--- config.mk ---
export PLATFORM = sky130hd
export DESIGN_NAME = key_debounce_hold_detect_unit_flat
export DESIGN_NICKNAME = d
export VERILOG_FILES = /design/src/hdl/kdh_pkg.sv /design/src/hdl/kdh_sample_if.sv /design/src/hdl/key_debounce_hold_detect_unit.sv /design/src/flat_wrapper.sv
export SDC_FILE = /design/constraint.sdc
export NUM_CORES = 1
export LEC_CHECK = 0
export ABC_AREA = 0
export BUFFER_PORTS_ARGS = -buffer_cell sky130_fd_sc_hd__buf_2
export CORE_AREA = 10 10 112 190
export CTS_CLUSTER_SIZE = 25
export DETAILED_ROUTE_END_ITERATION = 7
export DIE_AREA = 0 0 122 200
export GPL_ROUTABILITY_DRIVEN = 0
export PLACE_DENSITY = 0.76
export SYNTH_ARGS = -nofsm -noshare
export SYNTH_HDL_FRONTEND = slang
export SYNTH_SLANG_ARGS = --single-unit
export TNS_END_PERCENT = 20
--- constraint.sdc ---
create_clock -name clk_i -period 4.6 [get_ports clk_i]
set_input_delay 0.46 -clock clk_i [delete_from_list [all_inputs] [get_ports clk_i]]
set_output_delay 0.46 -clock clk_i [all_outputs]
set_load 0.1 [all_outputs]
--- src/hdl/kdh_pkg.sv ---
// Package with the shared types and constants of the key debounce and hold detector.
`timescale 1ns / 1ps
package kdh_pkg;

  localparam int unsigned KEY_W     = 2;
  localparam int unsigned CNT_W     = 16;
  localparam int unsigned CFG_IDX_W = 2;
  localparam int unsigned CFG_DAT_W = 16;

  localparam logic [CNT_W-1:0] SHAKE_RESET = 16'd5;
  localparam logic [CNT_W-1:0] HOLD_RESET  = 16'd100;
  localparam logic [CNT_W-1:0] CNT_MAX     = 16'hFFFF;

  typedef enum logic [CFG_IDX_W-1:0] {
    CFG_SHAKE = 2'd0,
    CFG_HOLD  = 2'd1
  } cfg_idx_e;

  typedef enum logic [1:0] {
    EV_IDLE     = 2'd0,
    EV_PRESSED  = 2'd1,
    EV_RELEASED = 2'd2,
    EV_HELD     = 2'd3
  } key_event_e;

  typedef enum logic [2:0] {
    ST_RELEASED = 3'b001,
    ST_PRESSED  = 3'b010,
    ST_HELD     = 3'b100
  } key_state_e;

endpackage

--- src/hdl/kdh_sample_if.sv ---
// Valid/ready channel interfaces for key samples and key events.
`timescale 1ns / 1ps
interface kdh_sample_if;
  logic                     valid;
  logic                     ready;
  logic [kdh_pkg::KEY_W-1:0] key_index;
  logic                     pin_level;

  modport source (output valid, output key_index, output pin_level, input ready);
  modport sink (input valid, input key_index, input pin_level, output ready);
endinterface

interface kdh_event_if;
  logic       valid;
  logic       ready;
  logic [1:0] event_res;

  modport source (output valid, output event_res, input ready);
  modport sink (input valid, input event_res, output ready);
endinterface

--- src/hdl/key_debounce_hold_detect_unit.sv ---
// Key debounce and long-press detector for up to NUM_KEYS keys.
//
// The sample_i channel carries one raw sample of one key per transfer: a key
// index and the pin level, which is active low. The evt_o channel returns one
// event code per sample: idle, pressed, released or held. A key index at or
// above NUM_KEYS gives idle and leaves all key state untouched.
// The configuration port sets the debounce length (index 0) and the hold
// length (index 1); write it only while no sample is in flight.
// A sample passes an input register, then the counter compare and state
// update of its key, then the result register. One sample is taken every
// cycle while the receiver takes events, also for the same key back to
// back, since the key state is written at the same edge at which the next
// sample enters the input register.
// When the receiver stalls, the result register holds its event and the
// input register takes at most one more sample before sample_i.ready drops.
// Reset releases every key, clears all counters and loads a debounce length
// of 5 and a hold length of 100.
`timescale 1ns / 1ps
module key_debounce_hold_detect_unit #(
  parameter int unsigned NUM_KEYS = 4
) (
  input  logic                           clk_i,
  input  logic                           rst_ni,
  input  logic                           cfg_we_i,
  input  logic [kdh_pkg::CFG_IDX_W-1:0]  cfg_idx_i,
  input  logic [kdh_pkg::CFG_DAT_W-1:0]  cfg_wdata_i,
  kdh_sample_if.sink                     sample_i,
  kdh_event_if.source                    evt_o
);
  import kdh_pkg::*;

  logic [CNT_W-1:0] shake_cnt_q;
  logic [CNT_W-1:0] hold_cnt_q;

  logic             in_vld_q;
  logic [KEY_W-1:0] key_q;
  logic             pin_q;
  logic             out_vld_q;
  key_event_e       ev_q;

  key_state_e       st_q  [NUM_KEYS];
  logic [CNT_W-1:0] on_q  [NUM_KEYS];
  logic [CNT_W-1:0] off_q [NUM_KEYS];

  logic             fire;
  logic             key_ok;
  logic             active;
  key_state_e       cur_st, st_d;
  logic [CNT_W-1:0] cur_on, cur_off, on_inc, off_inc, on_d, off_d;
  key_event_e       ev_d;

  assign fire            = in_vld_q && (!out_vld_q || evt_o.ready);
  assign sample_i.ready  = !in_vld_q || fire;
  assign evt_o.valid     = out_vld_q;
  assign evt_o.event_res = ev_q;

  assign key_ok = (int'(key_q) < NUM_KEYS);
  assign active = !pin_q;

  always_comb begin
    cur_st  = ST_RELEASED;
    cur_on  = '0;
    cur_off = '0;
    for (int k = 0; k < NUM_KEYS; k++) begin
      if (int'(key_q) == k) begin
        cur_st  = st_q[k];
        cur_on  = on_q[k];
        cur_off = off_q[k];
      end
    end
  end

  assign on_inc  = (cur_on == CNT_MAX) ? cur_on : cur_on + 1'b1;
  assign off_inc = (cur_off == CNT_MAX) ? cur_off : cur_off + 1'b1;

  always_comb begin
    st_d  = cur_st;
    on_d  = cur_on;
    off_d = cur_off;
    ev_d  = EV_IDLE;
    unique case (cur_st)
      ST_PRESSED, ST_HELD: begin
        if (active) begin
          off_d = '0;
          if (cur_st == ST_HELD) begin
            ev_d = EV_HELD;
          end else begin
            on_d = on_inc;
            if (on_inc >= hold_cnt_q) begin
              on_d = '0;
              st_d = ST_HELD;
              ev_d = EV_HELD;
            end
          end
        end else begin
          off_d = off_inc;
          if (off_inc >= shake_cnt_q) begin
            st_d  = ST_RELEASED;
            off_d = '0;
            on_d  = '0;
            ev_d  = EV_RELEASED;
          end
        end
      end
      default: begin
        st_d = ST_RELEASED;
        if (active) begin
          on_d = on_inc;
          if (on_inc >= shake_cnt_q) begin
            st_d = ST_PRESSED;
            on_d = '0;
            ev_d = EV_PRESSED;
          end
        end else begin
          on_d = '0;
        end
      end
    endcase
    if (!key_ok) begin
      ev_d = EV_IDLE;
    end
  end

  always_ff @(posedge clk_i or negedge rst_ni) begin
    if (!rst_ni) begin
      shake_cnt_q <= SHAKE_RESET;
      hold_cnt_q  <= HOLD_RESET;
    end else if (cfg_we_i) begin
      if (cfg_idx_i == CFG_SHAKE) begin
        shake_cnt_q <= cfg_wdata_i;
      end else if (cfg_idx_i == CFG_HOLD) begin
        hold_cnt_q <= cfg_wdata_i;
      end
    end
  end

  always_ff @(posedge clk_i or negedge rst_ni) begin
    if (!rst_ni) begin
      in_vld_q  <= 1'b0;
      out_vld_q <= 1'b0;
    end else begin
      if (sample_i.ready) begin
        in_vld_q <= sample_i.valid;
      end
      if (fire) begin
        out_vld_q <= 1'b1;
      end else if (evt_o.ready) begin
        out_vld_q <= 1'b0;
      end
    end
  end

  always_ff @(posedge clk_i) begin
    if (sample_i.ready && sample_i.valid) begin
      key_q <= sample_i.key_index;
      pin_q <= sample_i.pin_level;
    end
    if (fire) begin
      ev_q <= ev_d;
    end
  end

  always_ff @(posedge clk_i or negedge rst_ni) begin
    if (!rst_ni) begin
      for (int k = 0; k < NUM_KEYS; k++) begin
        st_q[k]  <= ST_RELEASED;
        on_q[k]  <= '0;
        off_q[k] <= '0;
      end
    end else if (fire && key_ok) begin
      for (int k = 0; k < NUM_KEYS; k++) begin
        if (int'(key_q) == k) begin
          st_q[k]  <= st_d;
          on_q[k]  <= on_d;
          off_q[k] <= off_d;
        end
      end
    end
  end

`ifndef SYNTHESIS
  a_fire_gives_result: assert property (@(posedge clk_i) disable iff (!rst_ni)
    fire |=> out_vld_q)
    else $error("processed sample did not load the result register");

  a_bad_key_idle: assert property (@(posedge clk_i) disable iff (!rst_ni)
    (fire && !key_ok) |=> (ev_q == EV_IDLE))
    else $error("invalid key index gave an event other than idle");

  a_input_holds: assert property (@(posedge clk_i) disable iff (!rst_ni)
    (in_vld_q && !fire) |=> (in_vld_q && $stable(key_q) && $stable(pin_q)))
    else $error("waiting sample was lost or changed");

  a_state_onehot: assert property (@(posedge clk_i) disable iff (!rst_ni)
    $onehot(st_q[0]))
    else $error("key state left its one-hot encoding");

  a_pressed_needs_active: assert property (@(posedge clk_i) disable iff (!rst_ni)
    (fire && key_ok && (ev_d == EV_PRESSED || ev_d == EV_HELD)) |-> !pin_q)
    else $error("press or hold reported for an inactive sample");
`endif

endmodule

--- src/flat_wrapper.sv ---
// flat-port wrapper written by rule: the top's interface ports become plain ports
module key_debounce_hold_detect_unit_flat import kdh_pkg::*;
#(
  parameter int unsigned NUM_KEYS = 4
)
  (clk_i, rst_ni, cfg_we_i, cfg_idx_i, cfg_wdata_i, sample_i_valid, sample_i_key_index, sample_i_pin_level, sample_i_ready, evt_o_valid, evt_o_event_res, evt_o_ready);
  kdh_sample_if sample_i_i ();
  kdh_event_if evt_o_i ();
  input  logic clk_i;
  input  logic rst_ni;
  input  logic cfg_we_i;
  input  logic [kdh_pkg::CFG_IDX_W-1:0] cfg_idx_i;
  input  logic [kdh_pkg::CFG_DAT_W-1:0] cfg_wdata_i;
  input wire logic [$bits(sample_i_i.valid)-1:0] sample_i_valid;
  input wire logic [$bits(sample_i_i.key_index)-1:0] sample_i_key_index;
  input wire logic [$bits(sample_i_i.pin_level)-1:0] sample_i_pin_level;
  output wire logic [$bits(sample_i_i.ready)-1:0] sample_i_ready;
  output wire logic [$bits(evt_o_i.valid)-1:0] evt_o_valid;
  output wire logic [$bits(evt_o_i.event_res)-1:0] evt_o_event_res;
  input wire logic [$bits(evt_o_i.ready)-1:0] evt_o_ready;
  assign sample_i_i.valid = sample_i_valid;
  assign sample_i_i.key_index = sample_i_key_index;
  assign sample_i_i.pin_level = sample_i_pin_level;
  assign sample_i_ready = sample_i_i.ready;
  assign evt_o_valid = evt_o_i.valid;
  assign evt_o_event_res = evt_o_i.event_res;
  assign evt_o_i.ready = evt_o_ready;
  key_debounce_hold_detect_unit #(.NUM_KEYS(NUM_KEYS)) u_core (.clk_i(clk_i), .rst_ni(rst_ni), .cfg_we_i(cfg_we_i), .cfg_idx_i(cfg_idx_i), .cfg_wdata_i(cfg_wdata_i), .sample_i(sample_i_i), .evt_o(evt_o_i));
endmodule
# Yosys cells after proc, flatten, opt, wreduce, memory -nomap -nowiden
# Index checks and enable logic that the tools add are counted.
[totals] reg_bits=179 in_bits=26
[classes] n_addsub=2 n_lt_le_gt_ge=3 eq_ne=8 mux=40 bitwise_logic=1 n_reduce_logical=16
[ops] cell="16-bit 2-to-1 mux" n=20
[ops] cell="16-bit greater-or-equal comparator" n=3
[ops] cell="16-bit by 1-bit adder with 16-bit output, second input constant" n=2
[ops] cell="16-bit == test, second input constant" n=2
[ops] cell="3-bit 2-to-1 mux" n=10
[ops] cell="2-bit 2-to-1 mux" n=7
[ops] cell="2-bit AND reduction" n=5
[ops] cell="2-bit by 1-bit == test with 1-bit output, second input constant" n=2
[ops] cell="2-bit == test, second input constant" n=2
[ops] cell="2-bit logical NOT" n=2
[ops] cell="3-bit by 2-bit == test with 1-bit output, second input constant" n=1
[ops] cell="3-bit == test, second input constant" n=1
[ops] cell="1-bit 2-to-1 mux" n=3
[ops] cell="3-bit AND reduction" n=1
[ops] cell="1-bit logical AND" n=2
[ops] cell="1-bit logical NOT" n=2
[ops] cell="1-bit logical OR" n=2
[ops] cell="2-bit nonzero test" n=1
[ops] cell="2-bit OR reduction" n=1
[ops] cell="1-bit inverter" n=1

# Logic depth before layout (Yosys ltp)
# Gate-level depths: netlist (run 1).
[logic_depth] depth_word=12 ltp_mapped=20 depth_no_buf=15

# Least setup slack after synthesis (run 1)
# No wires, ideal clock.
[synth_path] kind="register -> register" start="register u_core.key_q[0]" end="register u_core.on_q[28] in the netlist's numbering" setup_time_ps=95 arrival_ps=4758 slack_ps=-253 path_stages_with_launch=20 path_buffers=6 synth_period_minus_slack_ps=4853 cell_sequence="edfxtp_1 > buf_4 > buf_6 > buf_4 > buf_4 > mux4_2 > ha_1 > clkbuf_1 > nand4_2 > o2111ai_1 > xnor2_1 > ha_1 > and2_1 > a221oi_1 > a21oi_1 > a2111o_1 > o21ai_0 > clkbuf_1 > a21oi_1 > o31ai_1"
[synth_via] elab_chain_len=12
[synth_lines] element="start: declaration" line_no="key_debounce_hold_detect_unit.sv:36" rtl="logic [KEY_W-1:0] key_q;"
[synth_lines] element="start signal: assignment" line_no="key_debounce_hold_detect_unit.sv:155" rtl="key_q <= sample_i.key_index;"
[synth_lines] element="2-bit logical NOT" line_no="key_debounce_hold_detect_unit.sv:65" rtl="if (int'(key_q) == k) begin"
[synth_lines] element="16-bit 2-to-1 mux (4 in a row)" line_no="key_debounce_hold_detect_unit.sv:65"
[synth_lines] element="16-bit by 1-bit adder with 16-bit output / 16-bit == test (equally long branches)" line_no="key_debounce_hold_detect_unit.sv:73" rtl="assign on_inc = (cur_on == CNT_MAX) ? cur_on : cur_on + 1'b1;"
[synth_lines] element="16-bit 2-to-1 mux" line_no="key_debounce_hold_detect_unit.sv:73"
[synth_lines] element="16-bit greater-or-equal comparator" line_no="key_debounce_hold_detect_unit.sv:89" rtl="if (on_inc >= hold_cnt_q) begin"
[synth_lines] element="16-bit 2-to-1 mux" line_no="key_debounce_hold_detect_unit.sv:89"
[synth_lines] element="16-bit 2-to-1 mux" line_no="key_debounce_hold_detect_unit.sv:85" rtl="if (cur_st == ST_HELD) begin"
[synth_lines] element="16-bit 2-to-1 mux" line_no="key_debounce_hold_detect_unit.sv:83" rtl="if (active) begin"
[synth_lines] element="16-bit 2-to-1 mux" line_no="key_debounce_hold_detect_unit.sv:81" rtl="unique case (cur_st)"
[synth_lines] element="end signal: indexed assignment" line_no="key_debounce_hold_detect_unit.sv:174" rtl="on_q[k] <= on_d;"
[synth_lines] element="end: declaration" line_no="key_debounce_hold_detect_unit.sv:42" rtl="logic [CNT_W-1:0] on_q [NUM_KEYS];"
# Several ways; a longest one is shown, not always the timed one.
# A chain may end at the register's enable or synchronous reset.

# Worst setup path in the final report (run 1)
[layout_path] start="register u_core.key_q[0]" end="register u_core.on_q[18] in the netlist's numbering"
# Same word-level chain as after synthesis.

==> impl_results.md, run 1 <==
- Part of the power in combinational logic: a little under two fifths
- Net count after synthesis: 1061
- Non-filler instance count after layout: 1327
- Compound-gate portion of the synthesized area: 15.9%
- Sequential cell area fraction in the yosys report: between 40% and 50%
- Setup violation total in the final timing report: 0
- Design internal power: roughly 3.6 mW
- Syn_area_per_cell: slightly above 10 um2
- Fin nets: 1156
- Worst slack at placement: -0.0925 ns
- Total detailed-routing wirelength: 28000 um
- Area contributors post-synth: sky130_fd_sc_hd__dfrtp_1 (41%), sky130_fd_sc_hd__mux4_2 (7.8%), sky130_fd_sc_hd__mux2_2 (6.3%), sky130_fd_sc_hd__ha_1 (6.2%), sky130_fd_sc_hd__nand2_1 (5.0%)
- Global-route wire length before repair: 43400 um
- Share of the synthesized area in the top cell type: 40.7%
- Run status: finished clean
- Fraction of final layout cells sized beyond drive strength 1: 29.2%
- Setup repair after global routing missed its margin: yes
- DR vias/cell: 6.25
- Number of buffers on the longest clock path: 2
- Main combinational cell family by area after synthesis: compound AO/OA/AOI/OAI gates
- Reg clk slew, reported paths: 0.07 ns
- MaxCap Viol Count: 0
- Cell Rows: 65
- Area of the core: 18000 um2
- Die height: 200 um
- Min Tclk post-route: 4.53 ns
- Fraction of power spent switching nets: a little under two fifths
- Number of instances in the synthesized netlist: 985
- Clock H-tree levels: 4
- Post-route ant nets: 0
- Hold Violations, Final: 0
- Commonest non-fill, non-tap cell in the layout: sky130_fd_sc_hd__dfrtp_1
- Global-route congestion overflow total: 0
- Count of input and output buffers: 29
- Sequential Power Share: 35.4%
- Yosys cell types: 62
- Estimated wirelength of the detail-placed design: 20200 um
- Initial antenna violation count: 0
- Total of flip-flops plus latches after synthesis: 179
- Setup ws final: 0.0709 ns
- Final slew viol count: 0
- Effective utilization at floorplan: 56.4%
- Area grow syn2layout: 19.2%
- First-pass detailed-route iteration total: 8
- Number of antenna diodes: 0
- Die area: 24400 um2
- Sinks on the clock net: 179
- Worst clock skew: 0.00679 ns
- Clock tree from TritonCTS: done
- Power per cell area: 470 nW/um2
- Vias in the first global route: 8413
- Routed len/inst: 21.1 um
- WS Path Type: register to register
- Number of instances in the placed design: 1282
- Clock root cell: sky130_fd_sc_hd__clkbuf_16
- Maximum achievable frequency: ~220 MHz
- Mux share of post-synthesis cell area: 14.2%
- Total vias in the final route: 8291
- IR drop worst, VDD: 303 uV
- P_sw: 2.09 mW
- Synth Flop Type: sky130_fd_sc_hd__dfrtp_1
- Number of enable flip-flop cells after synthesis: 5
- Clock buffers created by TritonCTS: 17
- Commonest cells after routing, fill and taps aside: sky130_fd_sc_hd__dfrtp_1 (165), sky130_fd_sc_hd__nand2_1 (135), sky130_fd_sc_hd__buf_4 (94)
- Adder-cell area share of the yosys netlist: 6.17%
- Die extent in x: 122 um
- Simple-gate share of the synthesized area: a little over an eighth
- Remaining max-slew budget at the tightest pin: 40.6%
- Class of the most critical hold timing path: primary input to async pin
- Worst-Skew Late Latency: roughly 0.45 ns
- Static leakage: 5.40 nW
- Critical Path Source Type: register
- Iteration-0 DRC count of the detailed router: about 540
- Remaining routing DRC violations: 0
- Largest net degree at the start of global routing: 97
- Capturing element type of the critical path: register
- XOR/XNOR share of the synthesized area: 1.64%
- Worst EP arrival: slightly below 5 ns
- Synth Warn #: 0
- Post-Synthesis Cell Area: 10100 um2
- Reg2reg path depth: 17
- Share of the clock period used by the worst path: 98.5%
- Maximum fanout encountered on the critical timing path: 11
- Clock Power Share: 26.4%
- Gr usage total: 23.0%
- Fraction of registers with async set or reset after synthesis: a little over nine tenths
- Worst endpoint required time: between 4 and 5 ns
- Worst slew pin tran: 0.891 ns
- Cell type contributing the most total cell area after synthesis: sky130_fd_sc_hd__dfrtp_1
- IO Count: 30
-- cell usage after synthesis, types with 9 or more instances --
cell type                  instances
sky130_fd_sc_hd__o211ai_1         12
sky130_fd_sc_hd__nand4_1          12
sky130_fd_sc_hd__o21ai_0          80
sky130_fd_sc_hd__nor3_1           11
sky130_fd_sc_hd__a22oi_1          13
sky130_fd_sc_hd__o31ai_1          25
sky130_fd_sc_hd__nand2_1         135
sky130_fd_sc_hd__mux2_2           57
sky130_fd_sc_hd__ha_1             50
sky130_fd_sc_hd__dfrtp_1         165
sky130_fd_sc_hd__inv_1            36
sky130_fd_sc_hd__a211oi_1         11
sky130_fd_sc_hd__mux4_2           35
sky130_fd_sc_hd__nand3_1          10
sky130_fd_sc_hd__dfstp_2           9
sky130_fd_sc_hd__xnor2_1          18
sky130_fd_sc_hd__a31oi_1          30
sky130_fd_sc_hd__and3_1           10
sky130_fd_sc_hd__clkbuf_1         42
sky130_fd_sc_hd__a21oi_1          33
sky130_fd_sc_hd__and2_1           17
sky130_fd_sc_hd__o21a_1           10
sky130_fd_sc_hd__nor2_1           66
-- sequential cells by signal, summed over array words and instances, names as in the netlist --
signal and count:
u_core.in_vld_q 1, u_core.off_q 64, u_core.key_q 2, u_core.st_q 12, u_core.evt_o.event_res 2, u_core.hold_cnt_q 16
u_core.shake_cnt_q 16, u_core.evt_o.valid 1, u_core.pin_q 1, u_core.on_q 64
-- final timing paths --
| check | start | endpoint | slack [ns] |
|---|---|---|---|
| setup / recovery | u_core.key_q[0] | u_core.on_q[18] | 0.07 |
| hold / removal | rst_ni | u_core.off_q[17] | 0.10 |
| setup reg to reg | u_core.key_q[0] | u_core.on_q[18] | 0.07 |
| hold reg to reg | u_core.st_q[0] | u_core.st_q[0] | 0.46 |
| max in group asynchronous | rst_ni | u_core.hold_cnt_q[6] | 3.37 |
| min in group clk_i | sample_i_pin_level | u_core.pin_q | 0.19 |
-- critical path, cell delays in order, from the launching register on --
cell	delay, ns
sky130_fd_sc_hd__edfxtp_1	0.42
sky130_fd_sc_hd__buf_4	0.18
sky130_fd_sc_hd__clkbuf_16	0.18
sky130_fd_sc_hd__mux4_2	0.41
sky130_fd_sc_hd__nand4_1	0.24
sky130_fd_sc_hd__nand2b_4	0.24
sky130_fd_sc_hd__or2_2	0.33
sky130_fd_sc_hd__buf_4	0.16
sky130_fd_sc_hd__a21o_1	0.22
sky130_fd_sc_hd__ha_1	0.23
sky130_fd_sc_hd__or3b_2	0.45
sky130_fd_sc_hd__o2111ai_2	0.09
sky130_fd_sc_hd__a31oi_1	0.12
sky130_fd_sc_hd__o21a_2	0.29
sky130_fd_sc_hd__o21ai_4	0.23
sky130_fd_sc_hd__buf_12	0.17
sky130_fd_sc_hd__a21oi_1	0.17
sky130_fd_sc_hd__o31ai_1	0.28
-- stage by stage --
stage / hold WS, ns / power (mW) / area (um2) / TNS (ns) / util (%)
after global placement: 0.447 / 3.90 / 11100 / -0.258 / 61.7
after global routing: 0.151 / 5.95 / 12100 / -0.919 / 67.2
final: 0.102 / 5.68 / 12100 / 0 / 67.2
after floorplan: 0.164 / 3.28 / 10200 / 0 / -
after CTS: 0.134 / 5.48 / 11700 / 0 / 65.2
after detailed placement: 0.450 / 3.96 / 11100 / -1.92 / 61.7
-- cells by family (layout without fill, tap and decap cells) --
logic type | Yosys count | in the layout
DFF | 179 | 179
and+or+nand+nor | 300 | 300
muxes | 93 | 93
AOI/OAI and AO/OA | 251 | 251
buffers and inverters | 93 | 201
adders and majority gates | 50 | 50
xor gates and xnor gates | 19 | 19
-- per-layer routing --
metal	GRT usage, %	vias to the layer above	wire length, um
li1	-	3800	-
met1	22.3	4095	9740
met2	41.4	287	15100
met3	4.95	109	1180
met4	17.7	0	1960
met5	0	-	0
-- cell type report --
cell class	count	area, um2
Clock buffer	20	447
Clock inverter	12	154
Fill cell	1356	5890
Inverter	37	139
Multi-Input combinational cell	713	5500
Sequential cell	179	4520
Tap cell	234	293
Timing Repair Buffer	132	1030
-- power by group through the flow --
stage                     logic, mW  registers, mW  clock network, mW
after floorplan                1.25           2.03                  0
after CTS                      1.96           2.01               1.52
after global routing           2.34           2.04               1.58
final                          2.17           2.01               1.50
after detailed placement       1.92           2.04                  0
after global placement         1.88           2.02                  0
-- repair_timing --
action / in CTS / in global routing
pin swaps: 1 / 20
buffers inserted: 0 / 11
setup endpoints to repair: 51 / 118
hold buffers: 0 / 0
cloned: 0 / 2
resized for setup: 8 / 56
Note: power is estimated with default switching activity, not from simulation.
==> inputs of run 2 (changes only) <==
--- a/config.mk
+++ b/config.mk
@@ -11,8 +11,9 @@
 export CTS_CLUSTER_SIZE = 25
 export DETAILED_ROUTE_END_ITERATION = 7
 export DIE_AREA = 0 0 122 200
-export GPL_ROUTABILITY_DRIVEN = 0
 export PLACE_DENSITY = 0.76
+export RECOVER_POWER = 50
+export SETUP_SLACK_MARGIN = 0.15
 export SYNTH_ARGS = -nofsm -noshare
 export SYNTH_HDL_FRONTEND = slang
 export SYNTH_SLANG_ARGS = --single-unit
==> run 2 against run 1 <==
Net effect:
- the flow now finishes with violations (capacitance limit, slew limit)
- die area is the same
- clock power grew 4%
- clock-buffer cell count shrank 3
- via count shrank 0.86%
- cell count is the same
- maximum frequency grew 0.23%
- first-iteration DRC count grew 9.9%
- global-route usage grew 0.21 points
- hold slack gained 0.083 ns
- register-to-register slack is essentially flat
- critical path type unchanged
==> impl_results.md, run 2 (synthesized netlist as in run 1, its figures left out) <==
- Number of antenna diodes: 0 (unchanged)
- Post-route ant nets: 0 (unchanged)
- Largest registers ranked by flip-flop count: u_core.off_q: 64 flops, u_core.on_q: 64 flops (unchanged)
- Fin Setup TNS: 0 ns (unchanged)
- WS Path Type: register to register (unchanged)
- Reg2reg path depth: 18 (was 17)
- Number of buffers on the longest clock path: 2 (unchanged)
- Reg clk slew, reported paths: 0.07 ns (about the same)
- Remaining max-slew budget at the tightest pin: -137% (was 40.6%)
- Area grow syn2layout: 21.4% (was 19.2%)
- Gr usage total: 23.3% (was 23.0%)
- Clock tree from TritonCTS: done (unchanged)
- Worst clock skew: 0.0105 ns (was 0.00679 ns)
- Capturing element type of the critical path: register (unchanged)
- IR drop worst, VDD: 294 uV (was 303 uV)
- Share of the clock period used by the worst path: 98.2% (was 98.5%)
- Count of input and output buffers: 29 (unchanged)
- Global-route wire length before repair: 44000 um (was 43400 um)
- Final slew viol count: 80 (was 0)
- Power per cell area: 474 nW/um2 (was 470 nW/um2)
- Footprint of the multi-input gates: 5660 um2 (was 5500 um2)
- Beginning of the critical path: u_core.key_q[0] (unchanged)
- Hold Violations, Final: 0 (unchanged)
- DR vias/cell: 6.19 (was 6.25)
- RR Startpoint: u_core.key_q[0] (unchanged)
- Min Tclk post-route: 4.52 ns (was 4.53 ns)
- Run status: complete, but fails checks (was finished clean)
- Critical Path End: u_core.on_q[21] (was u_core.on_q[18])
- MaxCap Viol Count: 1 (was 0)
- Most used routing layer in global routing: met2 (unchanged)
- Worst-Skew Late Latency: 0.45 ns (about the same)
- Worst endpoint required time: 4.97 ns (was 4.95 ns)
- RD Place Congestion: 0.955
- Cell type with the highest occurrence count on the critical path: sky130_fd_sc_hd__buf_6 (was sky130_fd_sc_hd__buf_4)
- Sequential Power Share: 34.5% (was 35.4%)
- Design internal power: 3.66 mW (was 3.59 mW)
- Fin nets: 1156 (unchanged)
- Non-filler instance count after layout: 1327 (unchanged)
- Effective utilization at floorplan: 56.4% (unchanged)
- Violated checks: capacitance limit, slew limit
- Area of the core: 18000 um2 (unchanged)
- Met1 capacity usage during global routing: 24.0% (was 22.3%)
- Worst slew pin tran: 3.55 ns (was 0.891 ns)
- Largest net degree at the start of global routing: 80 (was 97)
- Commonest cells after routing, fill and taps aside: sky130_fd_sc_hd__dfrtp_1 (165), sky130_fd_sc_hd__nand2_1 (135), sky130_fd_sc_hd__buf_4 (85) (was sky130_fd_sc_hd__dfrtp_1 (165), sky130_fd_sc_hd__nand2_1 (135), sky130_fd_sc_hd__buf_4 (94))
- Worst EP arrival: 4.89 ns (was 4.88 ns)
- Number of instances in the placed design: 1270 (was 1282)
- Initial antenna violation count: 0 (unchanged)
- Delay of the slowest critical-path stage: 0.53 ns (was 0.45 ns)
- IO Count: 30 (unchanged)
- Class of the most critical hold timing path: primary input to register (was primary input to async pin)
- Global-route congestion overflow total: 0 (unchanged)
- Clock root cell: sky130_fd_sc_hd__clkbuf_16 (unchanged)
- Critical Path Source Type: register (unchanged)
- Iteration-0 DRC count of the detailed router: 588 (was 535)
- P_sw: 2.18 mW (was 2.09 mW)
- Total detailed-routing wirelength: 28200 um (was 28000 um)
- Setup violation total in the final timing report: 0 (unchanged)
- Count of filler cells inserted in the layout: 1359 (was 1356)
- Register-to-Register Setup Slack: 0.08 ns (was 0.07 ns)
- First-pass detailed-route iteration total: 6 (was 8)
- Die extent in x: 122 um (unchanged)
- Maximum achievable frequency: 221 MHz (about the same)
- Setup repair after global routing missed its margin: yes (unchanged)
- Fraction of final layout cells sized beyond drive strength 1: 31.3% (was 29.2%)
- Clock Power Share: 26.6% (was 26.4%)
- Clock buffers created by TritonCTS: 17 (unchanged)
- Sequential cell area: 4520 um2 (unchanged)
- Fraction of power spent switching nets: 37.3% (was 36.8%)
- Static leakage: 5.51 nW (was 5.40 nW)
- Cell Rows: 65 (unchanged)
- Vias in the first global route: 8386 (was 8413)
- Clock H-tree levels: 4 (unchanged)
- Remaining routing DRC violations: 0 (unchanged)
- Estimated wirelength of the detail-placed design: 19500 um (was 20200 um)
- Commonest non-fill, non-tap cell in the layout: sky130_fd_sc_hd__dfrtp_1 (unchanged)
- Routed len/inst: 21.2 um (was 21.1 um)
- Sinks on the clock net: 179 (unchanged)
- Part of the power in combinational logic: 38.8% (was 38.2%)
- Final Hold Slack: 0.185 ns (was 0.102 ns)
- Die height: 200 um (unchanged)
- Maximum fanout encountered on the critical timing path: 7 (was 11)
- Grt met2 use: 42.0% (was 41.4%)
- Met3 track utilization from global routing: 4.05% (was 4.95%)
- Die area: 24400 um2 (unchanged)
- Total vias in the final route: 8220 (was 8291)
- Slowest cell on the critical path: sky130_fd_sc_hd__or4_4 (was sky130_fd_sc_hd__or3b_2)
- Crit path cell chain: buf_6, buf_6, buf_16, mux4_2, nand4_1, buf_4, nor2b_4, nand3_1, or3_1, nand3_2, ha_1, a21oi_2, o21ai_2, or4_4, o21ai_4, clkbuf_16, o21ai_0, a31oi_1 (was buf_4, clkbuf_16, mux4_2, nand4_1, nand2b_4, or2_2, buf_4, a21o_1, ha_1, or3b_2, o2111ai_2, a31oi_1, o21a_2, o21ai_4, buf_12, a21oi_1, o31ai_1)
- Capture instance of the worst register-to-register path: u_core.on_q[21] (was u_core.on_q[18])
## run 2: changes by cell type in the layout (fill, tap and decap cells not counted), moves of 6 or more
| cell | previous run | this run |
|---|---|---|
| sky130_fd_sc_hd__a21oi_1 | 28 | 17 |
| sky130_fd_sc_hd__a21oi_2 | 5 | 15 |
| sky130_fd_sc_hd__buf_4 | 94 | 85 |
| sky130_fd_sc_hd__inv_6 | 1 | 7 |
| sky130_fd_sc_hd__mux2_2 | 57 | 51 |
| sky130_fd_sc_hd__mux2_4 | 0 | 6 |
## run 2: repair_timing
action / CTS / global route
hold buffers: 0 / 0
setup endpoints to repair: 97 / 134
gates cloned: 3 / 1
endpoints found under the hold margin: 0 / 0
pin swaps: 12 / 20
setup buffers: 9 / 12
resized for setup: 28 / 78
## run 2: per-layer routing
metal / vias up / share of wire (%)
li1: 3800 / -
met1: 4058 / 35
met2: 262 / 54
met3: 100 / 3.9
met4: 0 / 6.5
met5: - / 0
## run 2: power by group through the flow
stage	clock network [mW]	registers (mW)	logic, mW
global placement	0	2.03	1.88
global route	1.63	2.04	2.45
CTS	1.57	2.01	2.00
finish	1.56	2.01	2.27
detailed placement	0	2.04	1.93
floorplan	0	2.03	1.26
## run 2: how the worst min path moves through the flow
stage	from	to	slack, ns	cells past startpoint
global route	sample_i_key_index[1]	u_core.key_q[1]	0.17	1
floorplan	rst_ni	u_core.evt_o.valid	0.16	0
detailed placement	u_core.st_q[0]	u_core.st_q[0]	0.45	2
global placement	u_core.st_q[3]	u_core.st_q[3]	0.45	2
finish	sample_i_key_index[1]	u_core.key_q[1]	0.18	1
CTS	rst_ni	u_core.off_q[47]	0.05	1
## run 2: area by class of cell
class                   count  share of cell area, %
clock buffers              17                   3.46
clock inverters            15                   1.55
inverters                  37                   1.13
multi-input cells         713                   46.0
flip-flops and latches    179                   36.7
well taps                 234                   2.38
repair buffers            132                   8.82
## run 2: stage by stage
stage / instance area [um2] / total power, mW / worst slack [ns] / utilization [%]
2_1_floorplan: 10200 / 3.28 / 0.152 / -
3_3_place_gp: 11000 / 3.91 / 0.0529 / 61.3
3_5_place_dp: 11000 / 3.97 / -0.0216 / 61.3
4_1_cts: 11900 / 5.58 / 0.154 / 66.2
5_1_grt: 12300 / 6.12 / -0.0167 / 68.5
6_report: 12300 / 5.84 / 0.0812 / 68.5
## run 2: worst max-delay path: cells and delay by family, from the launching register on
kind / cells / cell delay (ns)
flip-flops: 1 / 0.41
multiplexers: 1 / 0.38
AND/OR/NAND/NOR: 6 / 1.47
AO/OA/AOI/OAI: 5 / 1.04
buffers and inverters: 5 / 0.85
adder cells (fa/ha/maj): 1 / 0.28
==> inputs of run 3 (changes only) <==
--- a/config.mk
+++ b/config.mk
@@ -7,11 +7,10 @@
 export LEC_CHECK = 0
 export ABC_AREA = 0
 export BUFFER_PORTS_ARGS = -buffer_cell sky130_fd_sc_hd__buf_2
-export CORE_AREA = 10 10 112 190
+export CORE_AREA = 10 10 133 227
 export CTS_CLUSTER_SIZE = 25
 export DETAILED_ROUTE_END_ITERATION = 7
-export DIE_AREA = 0 0 122 200
-export PLACE_DENSITY = 0.76
+export DIE_AREA = 0 0 143 237
 export RECOVER_POWER = 50
 export SETUP_SLACK_MARGIN = 0.15
 export SYNTH_ARGS = -nofsm -noshare
==> run 3 against run 2 <==
Net effect:
- the run still ends with capacitance limit, slew limit left
- via count fell by 0.94%
- hold slack got worse by 0.0067 ns
- largest power group unchanged
- total power fell by 0.41%
- utilization fell by 21 points
- global-route usage fell by 5.7 points
- maximum frequency rose by 2.1%
- clock-buffer cell count rose by 8
- clock skew fell by 0.0024 ns
- non-clock buffer count rose by 18
- clock power fell by 7%
- sequential power barely moved
==> impl_results.md, run 3 (synthesized netlist as in run 1, its figures left out) <==
- Largest net degree at the start of global routing: 82 (was 80)
- Power per cell area: 468 nW/um2 (was 474 nW/um2)
- Reg clk slew, reported paths: 0.07 ns (about the same)
- Commonest cells after routing, fill and taps aside: sky130_fd_sc_hd__dfrtp_1 (165), sky130_fd_sc_hd__nand2_1 (131), sky130_fd_sc_hd__buf_4 (103) (was sky130_fd_sc_hd__dfrtp_1 (165), sky130_fd_sc_hd__nand2_1 (135), sky130_fd_sc_hd__buf_4 (85))
- Die height: 237 um (was 200 um)
- Die area: 33900 um2 (was 24400 um2)
- Maximum achievable frequency: 226 MHz (was 221 MHz)
- Slowest cell on the critical path: sky130_fd_sc_hd__mux4_2 (was sky130_fd_sc_hd__or4_4)
- Critical Path Source Type: register (unchanged)
- Beginning of the critical path: u_core.key_q[0] (unchanged)
- Remaining routing DRC violations: 0 (unchanged)
- Worst-Skew Late Latency: 0.46 ns (was 0.45 ns)
- Routed len/inst: 20.6 um (was 21.2 um)
- Gr usage total: 17.5% (was 23.3%)
- Static leakage: 5.52 nW (was 5.51 nW)
- Maximum fanout encountered on the critical timing path: 22 (was 7)
- Hold Violations, Final: 0 (unchanged)
- Global-route wire length before repair: 45600 um (was 44000 um)
- Estimated wirelength of the detail-placed design: 21600 um (was 19500 um)
- Hold Buf Count CTS: 0 (unchanged)
- Class of the most critical hold timing path: primary input to register (unchanged)
- Worst slew pin tran: 3.73 ns (was 3.55 ns)
- Final slew viol count: 82 (was 80)
- Vias in the first global route: 8318 (was 8386)
- Area of the core: 26400 um2 (was 18000 um2)
- Category of cells accounting for the largest share of critical-path delay: compound AO/OA/AOI/OAI gates (was simple AND/OR/NAND/NOR gates)
- Commonest non-fill, non-tap cell in the layout: sky130_fd_sc_hd__dfrtp_1 (unchanged)
- Fin Setup TNS: 0 ns (unchanged)
- Clock buffers created by TritonCTS: 17 (unchanged)
- First-pass detailed-route iteration total: 6 (unchanged)
- Post-route ant nets: 0 (unchanged)
- Setup repair after global routing missed its margin: yes (unchanged)
- Area grow syn2layout: 22.4% (was 21.4%)
- Number of buffers on the longest clock path: 2 (unchanged)
- Total detailed-routing wirelength: 29600 um (was 28200 um)
- Bufs and invs on worst path: 4 (was 5)
- Violated checks: capacitance limit, slew limit (unchanged)
- WS Path Type: register to register (unchanged)
- Number of antenna diodes: 0 (unchanged)
- Effective utilization at floorplan: 38.4% (was 56.4%)
- Fraction of final layout cells sized beyond drive strength 1: 31.0% (was 31.3%)
- IR drop worst, VDD: 286 uV (was 294 uV)
- IO Count: 30 (unchanged)
- Largest registers ranked by flip-flop count: u_core.off_q: 64 flops, u_core.on_q: 64 flops (unchanged)
- Total vias in the final route: 8143 (was 8220)
- Run status: complete, but fails checks (unchanged)
- Cell Rows: 79 (was 65)
- Initial antenna violation count: 0 (unchanged)
- Min Tclk post-route: 4.43 ns (was 4.52 ns)
- RD Place Congestion: 0.940 (was 0.955)
- Hold wc startpoint: sample_i_pin_level (was sample_i_key_index[1])
- Crit path cell chain: buf_6, buf_4, mux4_2, nand4_1, buf_4, nand2b_2, nor2_2, and2_0, o21a_2, ha_1, a21oi_1, o21ai_2, or4_4, o21ai_4, buf_12, o21ai_1, a31oi_1 (was buf_6, buf_6, buf_16, mux4_2, nand4_1, buf_4, nor2b_4, nand3_1, or3_1, nand3_2, ha_1, a21oi_2, o21ai_2, or4_4, o21ai_4, clkbuf_16, o21ai_0, a31oi_1)
- Share of the clock period used by the worst path: 96.2% (was 98.2%)
- Iteration-0 DRC count of the detailed router: 430 (was 588)
- Final Power: 5.81 mW (was 5.84 mW)
- Cell type with the highest occurrence count on the critical path: sky130_fd_sc_hd__buf_4 (was sky130_fd_sc_hd__buf_6)
- Worst endpoint required time: 4.98 ns (was 4.97 ns)
- Remaining max-slew budget at the tightest pin: -149% (was -137%)
- Count of filler cells inserted in the layout: 2404 (was 1359)
- Die extent in x: 143 um (was 122 um)
- RR Startpoint: u_core.key_q[0] (unchanged)
- Count of input and output buffers: 29 (unchanged)
- Worst clock skew: 0.00814 ns (was 0.0105 ns)
- MaxCap Viol Count: 1 (unchanged)
- Clock root cell: sky130_fd_sc_hd__clkbuf_16 (unchanged)
- Setup violation total in the final timing report: 0 (unchanged)
- Worst EP arrival: 4.81 ns (was 4.89 ns)
- Global-route congestion overflow total: 0 (unchanged)
- Fin nets: 1174 (was 1156)
- Capturing element type of the critical path: register (unchanged)
- DR vias/cell: 5.67 (was 6.19)
- Delay of the slowest critical-path stage: 0.59 ns (was 0.53 ns)
- Sinks on the clock net: 179 (unchanged)
- Clock tree from TritonCTS: done (unchanged)
- Clock H-tree levels: 4 (unchanged)
run 3: cell types whose count changed in the layout (fill, tap and decap cells not counted), sizes merged, moves of 2 or more:
cell      change
buf          +21
inv          -10
clkbuf        +6
bufinv        -2
clkinv        +2
clkinvlp      +2
run 3: final cells by class:
cell class	count	area, um2	area share (%)
Multi-Input combinational cell	713	5590	45.0
Timing Repair Buffer	150	1180	9.53
Clock inverter	7	72.6	0.585
Sequential cell	179	4520	36.4
Clock buffer	25	507	4.08
Tap cell	324	405	3.27
Inverter	37	139	1.12
run 3: per-layer routing:
layer  wire length, um  vias to the layer above  track usage [%]
met3               776                       82             2.61
met5                 0                        -                0
met4              1470                        0             10.9
met1             10600                     4067             17.6
li1                  -                     3834                -
met2             16800                      160             32.6
run 3: per-stage QoR:
step           hold WS [ns]  instance area (um2)  util (%)  cells  worst slack, ns
6_report              0.178                12400      47.0   1435            0.173
5_1_grt               0.175                12400      47.0   1435          -0.0136
4_1_cts              0.0751                11900      45.0   1408            0.117
3_5_place_dp          0.454                11200      42.5   1373           0.0332
3_3_place_gp          0.448                11200      42.5   1373           0.0267
2_1_floorplan         0.164                10200         -    985            0.152
run 3: power breakdown:
group	leakage (nW)	switching, mW	internal [mW]
sequential	2.30	0.140	1.87
clock	0.279	0.630	0.820
combinational	2.94	1.38	0.974
run 3: path summary, 6_finish.rpt:
check,end,slack (ns),cells past startpoint
min in group asynchronous,u_core.evt_o.valid,1.44,1
setup reg to reg,u_core.on_q[7],0.17,17
max in group asynchronous,u_core.shake_cnt_q[11],1.02,2
setup / recovery,u_core.on_q[7],0.17,17
hold reg to reg,u_core.st_q[9],0.46,2
hold / removal,u_core.pin_q,0.18,1
run 3: what timing repair did:
item	in CTS	in global routing
pin swaps	3	41
cloned	0	4
gates resized for setup	12	76
buffers inserted	3	23
endpoints found under the setup margin	70	140
run 3: worst register-to-register path, stage by stage (launching register included):
cell and delay (ns):
sky130_fd_sc_hd__edfxtp_1 0.37, sky130_fd_sc_hd__buf_6 0.17, sky130_fd_sc_hd__buf_4 0.16, sky130_fd_sc_hd__mux4_2 0.59, sky130_fd_sc_hd__nand4_1 0.22, sky130_fd_sc_hd__buf_4 0.18
sky130_fd_sc_hd__nand2b_2 0.17, sky130_fd_sc_hd__nor2_2 0.07, sky130_fd_sc_hd__and2_0 0.18, sky130_fd_sc_hd__o21a_2 0.25, sky130_fd_sc_hd__ha_1 0.32, sky130_fd_sc_hd__a21oi_1 0.19
sky130_fd_sc_hd__o21ai_2 0.12, sky130_fd_sc_hd__or4_4 0.53, sky130_fd_sc_hd__o21ai_4 0.18, sky130_fd_sc_hd__buf_12 0.20, sky130_fd_sc_hd__o21ai_1 0.22, sky130_fd_sc_hd__a31oi_1 0.23
